`config.mk`:
```
export PLATFORM = sky130hd
export DESIGN_NAME = i2c_master_register_transfer_sequencer
export DESIGN_NICKNAME = d
export VERILOG_FILES = /design/src/hw/rtl/i2cs_pkg.sv /design/src/hw/rtl/i2cs_in_reg.sv /design/src/hw/rtl/i2cs_decode.sv /design/src/hw/rtl/i2c_master_register_transfer_sequencer.sv
export SDC_FILE = /design/constraint.sdc
export NUM_CORES = 1
export LEC_CHECK = 0
export BUFFER_PORTS_ARGS = -buffer_cell sky130_fd_sc_hd__buf_2
export CAP_MARGIN = 20
export CORE_ASPECT_RATIO = 2
export CORE_MARGIN = 2
export CORE_UTILIZATION = 50
export CTS_BUF_LIST = sky130_fd_sc_hd__clkbuf_8
export DETAILED_ROUTE_END_ITERATION = 10
export GPL_ROUTABILITY_DRIVEN = 0
export PLACE_DENSITY = 0.75
export SETUP_SLACK_MARGIN = 0.4
export SYNTH_ARGS = -nofsm -noshare
export SYNTH_HDL_FRONTEND = slang
export SYNTH_SLANG_ARGS = --single-unit
```
`constraint.sdc`:
```
create_clock -name clk -period 3.1 [get_ports clk]
set_clock_uncertainty 0.1 [all_clocks]
set_input_delay 0 -clock clk [delete_from_list [all_inputs] [get_ports clk]]
set_output_delay 0 -clock clk [all_outputs]
set_load 0.03 [all_outputs]
```
`src/hw/rtl/i2cs_pkg.sv`:
```
// Shared types, codes and beat layouts for the I2C master transfer sequencer.
`timescale 1ns / 1ps

package i2cs_pkg;

  localparam int unsigned DefCountWidth = 16;
  localparam int unsigned InDataWidth   = 64;
  localparam int unsigned InUserWidth   = 1;
  localparam int unsigned OutDataWidth  = 32;

  // Item kind carried in tuser.
  typedef enum logic {
    ACT_START = 1'b0,
    ACT_EVENT = 1'b1
  } action_t;

  // Engine flag control codes (START and acknowledge).
  typedef enum logic [1:0] {
    CTL_NONE  = 2'd0,
    CTL_SET   = 2'd1,
    CTL_CLEAR = 2'd2
  } ctl_t;

  // Standard master status codes handled by the sequencer.
  typedef enum logic [7:0] {
    ST_START       = 8'h08,
    ST_RESTART     = 8'h10,
    ST_SLA_W_ACK   = 8'h18,
    ST_DATA_W_ACK  = 8'h28,
    ST_SLA_R_ACK   = 8'h40,
    ST_DATA_R_ACK  = 8'h50,
    ST_DATA_R_NACK = 8'h58
  } status_t;

  // Input item: action from tuser on top, tdata fields below (last field lowest).
  typedef struct packed {
    logic       action;
    logic [7:0] tx_byte;
    logic [7:0] rx_byte;
    logic [7:0] status_code;
    logic [15:0] byte_count;
    logic [7:0] register_index;
    logic [7:0] slave_address;
    logic       read_request;
  } in_item_t;

  localparam int unsigned InPackWidth  = $bits(in_item_t) - 1;
  localparam int unsigned InPadWidth   = InDataWidth - InPackWidth;

  // Result item, last field lowest.
  typedef struct packed {
    logic       unexpected;
    logic       op_done;
    logic [7:0] rx_data;
    logic       rx_valid;
    logic       clear_irq;
    logic [1:0] ack_ctl;
    logic       stop_set;
    logic [1:0] start_ctl;
    logic       tx_taken;
    logic [7:0] send_data;
    logic       send_valid;
  } result_t;

  localparam int unsigned OutPadWidth = OutDataWidth - $bits(result_t);

  // Latched transfer context.
  typedef struct packed {
    logic [7:0] address_byte;
    logic [7:0] register_byte;
  } ctx_t;

endpackage

```
`src/hw/rtl/i2cs_in_reg.sv`:
```
// Input register stage with a valid flag and downstream-driven advance.
`timescale 1ns / 1ps

module i2cs_in_reg (
  input  logic               clk,
  input  logic               rst,
  input  logic               s_valid,
  output logic               s_ready,
  input  i2cs_pkg::in_item_t s_item,
  input  logic               take,
  output logic               valid,
  output i2cs_pkg::in_item_t item
);
  import i2cs_pkg::*;

  // Refill in the same cycle the held item moves on.
  assign s_ready = !valid || take;

  always_ff @(posedge clk) begin
    if (rst) begin
      valid <= 1'b0;
    end else if (s_ready) begin
      valid <= s_valid;
    end
  end

  always_ff @(posedge clk) begin
    if (s_valid && s_ready) begin
      item <= s_item;
    end
  end

endmodule

```
`src/hw/rtl/i2cs_decode.sv`:
```
// Status decode: one item plus current context gives one result and the next context.
`timescale 1ns / 1ps

module i2cs_decode #(
  parameter int unsigned COUNT_WIDTH = i2cs_pkg::DefCountWidth
) (
  input  i2cs_pkg::in_item_t     item,
  input  i2cs_pkg::ctx_t         ctx,
  input  logic [COUNT_WIDTH-1:0] count,
  output i2cs_pkg::result_t      res,
  output i2cs_pkg::ctx_t         ctx_next,
  output logic [COUNT_WIDTH-1:0] count_next
);
  import i2cs_pkg::*;

  logic [COUNT_WIDTH-1:0] count_dec;
  logic                   count_nz;

  // Saturating decrement.
  assign count_nz  = (count != '0);
  assign count_dec = count_nz ? (count - COUNT_WIDTH'(1)) : count;

  function automatic logic [1:0] ack_of(input logic [COUNT_WIDTH-1:0] c);
    return (c >= COUNT_WIDTH'(2)) ? CTL_SET : CTL_CLEAR;
  endfunction

  always_comb begin
    res        = '0;
    ctx_next   = ctx;
    count_next = count;
    if (item.action == ACT_START) begin
      ctx_next.address_byte  = {item.slave_address[7:1], item.read_request};
      ctx_next.register_byte = item.register_index;
      count_next             = COUNT_WIDTH'(item.byte_count);
      res.start_ctl          = CTL_SET;
    end else begin
      res.clear_irq = 1'b1;
      unique case (item.status_code)
        ST_START: begin
          res.send_valid = 1'b1;
          res.send_data  = {ctx.address_byte[7:1], 1'b0};
        end
        ST_RESTART: begin
          res.send_valid = 1'b1;
          res.send_data  = ctx.address_byte;
        end
        ST_SLA_W_ACK: begin
          res.start_ctl  = CTL_CLEAR;
          res.send_valid = 1'b1;
          res.send_data  = ctx.register_byte;
        end
        ST_DATA_W_ACK: begin
          if (ctx.address_byte[0]) begin
            res.start_ctl = CTL_SET;        // repeated start into read phase
          end else if (count_nz) begin
            res.send_valid = 1'b1;
            res.send_data  = item.tx_byte;
            res.tx_taken   = 1'b1;
            count_next     = count_dec;
          end else begin
            res.stop_set = 1'b1;
            res.op_done  = 1'b1;
          end
        end
        ST_SLA_R_ACK: begin
          res.start_ctl = CTL_CLEAR;
          res.ack_ctl   = ack_of(count);
        end
        ST_DATA_R_ACK: begin
          res.rx_valid = 1'b1;
          res.rx_data  = item.rx_byte;
          count_next   = count_dec;
          res.ack_ctl  = ack_of(count_dec);
        end
        ST_DATA_R_NACK: begin
          res.rx_valid = 1'b1;
          res.rx_data  = item.rx_byte;
          count_next   = count_dec;
          res.stop_set = 1'b1;
          res.ack_ctl  = CTL_SET;
          res.op_done  = 1'b1;
        end
        default: begin
          res.stop_set   = 1'b1;
          res.unexpected = 1'b1;
        end
      endcase
    end
  end

endmodule

```
`src/hw/rtl/i2c_master_register_transfer_sequencer.sv`:
```
// Top level of the I2C master register transfer sequencer.
`timescale 1ns / 1ps

// Usage
// -----
// Slave channel (s_axis_*): one beat per item. tuser[0] is the action:
// 0 starts a transfer (latches address with direction bit, register index
// and byte count), 1 reports an engine status event. Event beats carry the
// status code, the byte received by the engine and the next write byte.
// Master channel (m_axis_*): exactly one result beat per input beat, in
// order, holding the engine commands (byte to send, START/ack control,
// STOP, irq clear), a received byte for the consumer and done/unexpected.
// Timing: an accepted beat is held in the input register, is decoded
// against the transfer context and lands in the result register once that
// register is free. Both stages are registered, and a low m_axis_tready
// can hold a beat in either. One beat per cycle is sustained while
// m_axis_tready stays high; the pace is set by the single decode stage and
// the context registers, updated as each item leaves the input register.
// Stalls: when m_axis_tready is low the result register holds, the input
// register fills, then s_axis_tready drops; nothing is dropped or repeated.
// Reset (rst, synchronous): empties both stages and clears the address,
// register and remaining count.

module i2c_master_register_transfer_sequencer #(
  parameter int unsigned COUNT_WIDTH = i2cs_pkg::DefCountWidth
) (
  input  logic                               clk,
  input  logic                               rst,
  input  logic                               s_axis_tvalid,
  output logic                               s_axis_tready,
  // [0] read_request, [8:1] slave_address, [16:9] register_index,
  // [32:17] byte_count, [40:33] status_code, [48:41] rx_byte,
  // [56:49] tx_byte, [63:57] zero
  input  logic [i2cs_pkg::InDataWidth-1:0]   s_axis_tdata,
  // [0] action
  input  logic [i2cs_pkg::InUserWidth-1:0]   s_axis_tuser,
  output logic                               m_axis_tvalid,
  input  logic                               m_axis_tready,
  // [0] send_valid, [8:1] send_data, [9] tx_taken, [11:10] start_ctl,
  // [12] stop_set, [14:13] ack_ctl, [15] clear_irq, [16] rx_valid,
  // [24:17] rx_data, [25] op_done, [26] unexpected, [31:27] zero
  output logic [i2cs_pkg::OutDataWidth-1:0]  m_axis_tdata
);
  import i2cs_pkg::*;

  in_item_t               s_item;
  in_item_t               item;
  logic                   item_valid;
  logic                   out_free;
  logic                   advance;

  ctx_t                   ctx;
  ctx_t                   ctx_next;
  logic [COUNT_WIDTH-1:0] count;
  logic [COUNT_WIDTH-1:0] count_next;
  result_t                dec_res;
  result_t                res;

  assign s_item = {s_axis_tuser[0], s_axis_tdata[InPackWidth-1:0]};

  // Result register frees up when empty or being drained this cycle.
  assign out_free = !m_axis_tvalid || m_axis_tready;
  assign advance  = item_valid && out_free;

  i2cs_in_reg u_in_reg (
    .clk     (clk),
    .rst     (rst),
    .s_valid (s_axis_tvalid),
    .s_ready (s_axis_tready),
    .s_item  (s_item),
    .take    (advance),
    .valid   (item_valid),
    .item    (item)
  );

  i2cs_decode #(
    .COUNT_WIDTH (COUNT_WIDTH)
  ) u_decode (
    .item       (item),
    .ctx        (ctx),
    .count      (count),
    .res        (dec_res),
    .ctx_next   (ctx_next),
    .count_next (count_next)
  );

  // Transfer context: committed only when the item moves to the result register.
  always_ff @(posedge clk) begin
    if (rst) begin
      ctx   <= '0;
      count <= '0;
    end else if (advance) begin
      ctx   <= ctx_next;
      count <= count_next;
    end
  end

  always_ff @(posedge clk) begin
    if (rst) begin
      m_axis_tvalid <= 1'b0;
    end else if (out_free) begin
      m_axis_tvalid <= item_valid;
    end
  end

  always_ff @(posedge clk) begin
    if (advance) begin
      res <= dec_res;
    end
  end

  assign m_axis_tdata = {{OutPadWidth{1'b0}}, res};

`ifndef SYNTHESIS
  // Received byte and byte to send never share one result.
  a_rx_send_excl: assert property (@(posedge clk) disable iff (rst)
    m_axis_tvalid |-> !(res.rx_valid && res.send_valid))
    else $error("rx_valid and send_valid both set");

  // Consuming write data always means sending it.
  a_tx_implies_send: assert property (@(posedge clk) disable iff (rst)
    m_axis_tvalid && res.tx_taken |-> res.send_valid)
    else $error("tx_taken without send_valid");

  // Done and unknown-status both end with STOP, never together.
  a_end_stop: assert property (@(posedge clk) disable iff (rst)
    m_axis_tvalid && (res.op_done || res.unexpected)
      |-> res.stop_set && !(res.op_done && res.unexpected))
    else $error("done/unexpected without STOP or both set");

  // A start item loads the count from its byte count.
  a_start_load: assert property (@(posedge clk) disable iff (rst)
    advance && item.action == ACT_START
      |=> count == COUNT_WIDTH'($past(item.byte_count)))
    else $error("count not loaded on start");

  // Count only changes when an item moves on.
  a_count_hold: assert property (@(posedge clk) disable iff (rst)
    !advance |=> $stable(count))
    else $error("count changed without an item");
`endif

endmodule

```
After elaboration in Yosys (flattened, before gate mapping)
Cells that the tools add are included.
{ "totals": {"ff_bits": 119, "latch_bits": 0, "ram_bits": 0, "rom_bits": 0, "inputBits": 69, "out_inout_bits": 34, "wordCells": 74, "mem_count": 0} }
{ "classes": {"n_addsub": 1, "multipliers": 0, "div_mod_pow": 0, "n_lt_le_gt_ge": 2, "eq_ne": 10, "shift": 0, "muxes": 20, "bitwise_logic": 2, "reduce_logical": 15} }
{ "op_table": {"columns": ["operator", "n"], "rows": [
  ["2-to-1 mux 16 bit", 4],
  ["one-hot mux 9 bit (4 select lines)", 1],
  [">= comparator 16 x 2 -> 1 bit (second input constant)", 2],
  ["one-hot mux 16 bit (2 select lines)", 1],
  ["equality test 8 x 7 -> 1 bit (second input constant)", 3],
  ["equality test 8 x 5 -> 1 bit (second input constant)", 2],
  ["nonzero test 16 bit", 1],
  ["subtractor 16 x 1 -> 16 bit (second input constant)", 1],
  ["2-to-1 mux 10 bit", 1],
  ["2-to-1 mux 9 bit", 1],
  ["equality test 8 x 4 -> 1 bit (second input constant)", 1],
  ["equality test 8 x 6 -> 1 bit (second input constant)", 1],
  ["OR reduction 7 bit", 1],
  ["inequality test 3 x 2 -> 1 bit (second input constant)", 2],
  ["one-hot mux 2 bit (3 select lines)", 1],
  ["2-to-1 mux 1 bit", 5],
  ["OR reduction 5 bit", 1],
  ["2-to-1 mux 2 bit", 2],
  ["2-to-1 mux 4 bit", 1],
  ["one-hot mux 1 bit (2 select lines)", 2],
  ["one-hot mux 2 bit (2 select lines)", 1],
  ["AND reduction 2 bit", 2],
  ["AND reduction 4 bit", 1],
  ["OR reduction 2 bit", 2],
  ["6 further kinds", 10]
]} }

Logic depth before layout (Yosys ltp)
{ "logic_depth": {"depth_word": 6, "mapped_depth": 11, "ltp_nobuf": 8} }

Modules after synthesis
A second synthesis with hierarchy kept.
{ "hier_totals": {"cells_unflattened": 465, "hier_area_um2": 5612.9} }
{ "by_module_without_submodules": {"columns": ["mod", "instances", "cells_each", "area_per_inst_um2", "seq_area_each_um2"], "rows": [
  ["i2c_master_register_transfer_sequencer", 1, 177, 2356.0, 1471.4],
  ["i2cs_in_reg", 1, 63, 1796.7, 1761.7],
  ["i2cs_decode", 1, 225, 1460.2, 0.0]
]} }

Least setup slack after synthesis
Ideal clock, no wire load.
{ "synth_path": {"path_type": "register to register", "startpoint": "register m_axis_tvalid", "endpoint": "register u_in_reg.item[0] (netlist name)", "arrival_time_ns": 2.253, "t_required_ns": 2.579, "slack_ns": 0.327, "stages_incl_launch_ff": 4, "cell_sequence": "dfxtp_1 > nor2b_1 > nand2_1 > and2_1"} }
{ "synth_between": {"elab_chain_cells": 5} }
{ "synth_rtl": {"columns": ["element", "line_no", "source"], "rows": [
  ["from (decl)", "i2c_master_register_transfer_sequencer.sv:37", "output logic m_axis_tvalid,"],
  ["from (signal assigned)", "i2c_master_register_transfer_sequencer.sv:102", "m_axis_tvalid <= item_valid;"],
  ["zero test 1 bit", "i2c_master_register_transfer_sequencer.sv:62", "assign out_free = !m_axis_tvalid || m_axis_tready;"],
  ["logical OR 1 bit", "i2c_master_register_transfer_sequencer.sv:62", null],
  ["logical AND 1 bit", "i2c_master_register_transfer_sequencer.sv:63", "assign advance = item_valid && out_free;"],
  ["logical OR 1 bit", "i2cs_in_reg.sv:17", "assign s_ready = !valid || take;"],
  ["net s_axis_tready", "i2c_master_register_transfer_sequencer.sv:30", "output logic s_axis_tready,"],
  ["logical AND 1 bit", "i2cs_in_reg.sv:28", "if (s_valid && s_ready) begin"]
]} }
The timed path passes the listed nets, and every way through them passes these cells.
A chain may end at the register's enable or synchronous reset.

Worst setup path after layout
{ "layout_path": {"startpoint": "register count[0]", "endpoint": "register count[15]"} }
{ "layout_between": {"elab_chain_cells": 6} }
{ "layout_rtl": {"columns": ["element", "line_no", "source"], "rows": [
  ["from (decl)", "i2c_master_register_transfer_sequencer.sv:54", "logic [COUNT_WIDTH-1:0] count;"],
  ["from (signal assigned)", "i2c_master_register_transfer_sequencer.sv:94", "count <= count_next;"],
  ["subtractor 16 x 1 -> 16 bit or nonzero test 16 bit (tied branches)", "i2cs_decode.sv:21, i2cs_decode.sv:20", null],
  ["2-to-1 mux 16 bit", "i2cs_decode.sv:21", "assign count_dec = count_nz ? (count - COUNT_WIDTH'(1)) : count;"],
  ["2-to-1 mux 16 bit", "i2cs_decode.sv:55", "end else if (count_nz) begin"],
  ["2-to-1 mux 16 bit", "i2cs_decode.sv:53", "if (ctx.address_byte[0]) begin"],
  ["one-hot mux 16 bit (2 select lines)", "i2cs_decode.sv:38", "unique case (item.status_code)"],
  ["2-to-1 mux 16 bit", "i2cs_decode.sv:31", "if (item.action == ACT_START) begin"]
]} }
Parallel ways exist; a longest one is shown, timed or not. The select of a mux whose other input is x is not followed.

==> results.md <==
* Synth Area per Inst at 11.63 um2
* Die height at between 100 and 150 um
* DPL Wire Length at around 7.5 mm
* Rows at 51
* Clock sink total at 118
* Leakage power at roughly 2.5 nW
* Cell taking the most area after synthesis: edfxtp_1
* Hold_ws at between 150 and 200 ps
* Num CTS Buffers at 17
* Global-route wire length before repair at between 15 and 20 mm
* Async SR Flop Fraction at 0%
* Worst endpoint required time at between 3000 and 4000 ps
* Crit path cell chain: or4_1 -> or4_4 -> or4b_1 -> and2_1 -> o21ai_0 -> a21oi_1
* # DRC at 0
* Root Buffer: clkbuf_8
* Register bit total from synthesis at between 100 and 150
* Reg2reg setup slack at between 400 and 500 ps
* Sequential-to-total area share from yosys stat at 64.32%
* Synth Cell Area at roughly 5000 um2
* Initial antenna violation count at 0
* Final nets at 655
* Crit path capture type: register
* Most instantiated cells after synthesis: 84 x edfxtp_1, 53 x nand2_1, 39 x a21oi_1
* Clk slew on worst S/H paths at approximately 70 ps
* Peak supply drop at around 640 uV
* Maximum root-to-sink buffer count at 2
* Worst slew margin at 51.43%
* Die area at between 10000 and 15000 um2
* Post-synth EDFFs at 84
* Crit Path Class: reg -> reg
* Post-DR wirelength/cell at 16.48 um
* Top post-synthesis cells by area: edfxtp_1 51%, dfxtp_1 14%, nand2_1 4.0%
* Crit-path max FO at 8
* Share of layout cells above drive strength 1 at 28.02%
* Measured slew at the worst slew-check pin at 728.5 ps
* Non-filler instance count after layout at 728
* Overflow after GRT at 0
* Pin count of the biggest net entering global routing at between 50 and 60
* Slowest stage delay, CP at 590 ps
* F_max at between 300 and 400 MHz
* Grt met2 use at 41.99%
* DRT Wirelength at approximately 12 mm
* Core ar. at roughly 9700 um2
* Met3 global-route usage at ~5.6%
* Area grow syn2layout at 35.15%
* Area share of the largest cell type after synthesis at ~51%
* Die width at 74.57 um
* YS warnings at 0
* DR pass1 iterations at 6
* Worst-Skew Late Latency at about 430 ps
* Quantity of I/O buffers inserted on ports at between 80 and 90
* Worst Hold Class: in -> reg
* Ant diodes at 0
* Cell area power density at ~590 nW/um2
* Fin crit period at 2640 ps
* Synth Flop Type: edfxtp_1
* Critical Path Source Type: register
* RSZ-0062 raised after global routing: yes
* GRT Max-Usage Layer: met2
* Initial Util at roughly 50%
* Slowest library cell on the worst path: or4b_1
* Final Max Slew Viols at 0
* Status: finished, final reports clean
* Met1 Use GR at a little under a quarter
* Leading cell type by number of instances after synthesis: edfxtp_1
* DRT iter0 DRCs at between 300 and 400
* Tcrit/Tclk final at a little under nine tenths
* Antenna Nets Post-Route at 0
* Hold Violations, Final at 0
* Placed cell count at 632
* DR vias/cell at ~5.4
* H-tree levels at 4
* Setup Total Neg Slack at 0 ps
* Boundary Pins at approximately 100
* Mapped Cells at about 430
* Maxcap violations at 0
* Distinct cells, synth at 61
* WP data arrival at around 2800 ps
* Via count at approximately 4k
* CTS tree: done
* Vias in the first global route at 3989
* Setup Viol. Count Final at 0
* Gr usage total at a little under a quarter
==> flip-flops by register name (all words and copies together) (netlist names) <==
name	count
u_in_reg.item	57
ctx	16
count	16
m_axis_tdata	27
m_axis_tvalid	1
u_in_reg.valid	1
==> metal layers <==
metal  wire, um  up-vias  share of wire, %
met5          0        -                 0
met4        351        0               2.9
met3        522       34               4.4
met2       6992      152                58
met1       4129     1863                34
li1           -     1890                 -
==> power by group <==
part           internal, mW  switching [mW]
Clock                 0.973           0.618
Combinational         0.251           0.310
Sequential             1.77          0.0492
Total                  3.00           0.977
==> worst max-delay path: cells and delay by family (launching register included) <==
family | cells | cell delay (ps)
AO/OA/AOI/OAI | 2 | 220
AND/OR/NAND/NOR | 4 | 1810
flip-flops | 1 | 360
==> kinds of logic after synthesis <==
family                     synth area share [%]
muxes                                    0.7285
adders and majority gates                0.7538
other                                   0.07530
DFF                                       64.32
and+or+nand+nor                           16.13
xor gates and xnor gates                 0.3518
buffers and inverters                     4.547
AOI/OAI and AO/OA                         13.09
==> cell type report <==
type | count | area (um2)
inverter | 9 | 33.78
fill | 707 | 2969
multi-input combinational | 269 | 1678
clock buffer | 18 | 247.7
clock inverter | 14 | 206.4
sequential | 118 | 3206
tap | 132 | 165.2
timing repair buffer | 168 | 1194
==> cell usage in the layout, fill, tap and decap left out, types with 5 or more instances in the layout <==
cell           Yosys  layout
a21oi_1           39      39
a222oi_1           7       7
and2_1            13      11
buf_2              3      89
buf_4              6      17
bufinv_16          0       5
clkbuf_8           0      18
conb_1             1       5
dfxtp_1           34      32
dlygate4sd3_1      0      62
edfxtp_1          84      84
inv_1              9      10
nand2_1           53      52
nand3_1            6       6
nor2_1            29      29
nor2b_1            6       5
nor3_1            12      12
nor4_1             8       6
o21ai_0           15      14
or4_4              3       6
==> stage by stage <==
step | instance area (um2) | setup slack [ps] | utilization (%) | power (mW)
after detailed placement | 5529 | 235.6 | 57.00 | 2.291
after global routing | 6730 | 381.7 | 69.39 | 4.124
after floorplan | 4996 | 446.3 | - | 2.160
final | 6730 | 460.2 | 69.39 | 3.974
after CTS | 6625 | 383.1 | 68.31 | 3.934
after global placement | 5529 | 292.4 | 57.00 | 2.278
==> worst paths after layout <==
kind | from | to | cells past startpoint
max | count[0]$_SDFFE_PP0P_ | count[15]$_SDFFE_PP0P_ | 6
min | s_axis_tdata[25] | u_in_reg.item[25]$_DFFE_PP_ | 2
min reg2reg | ctx[10]$_SDFFE_PP0P_ | ctx[10]$_SDFFE_PP0P_ | 2
max reg2reg | count[0]$_SDFFE_PP0P_ | count[15]$_SDFFE_PP0P_ | 6
==> timing repair <==
item	in CTS	in global routing
hold endpoints to repair	67	0
setup endpoints to repair	14	18
pin swaps	0	6
resized for setup	5	19
setup buffers	0	2
hold buffers	62	0
(Power assumes the default switching activity.)
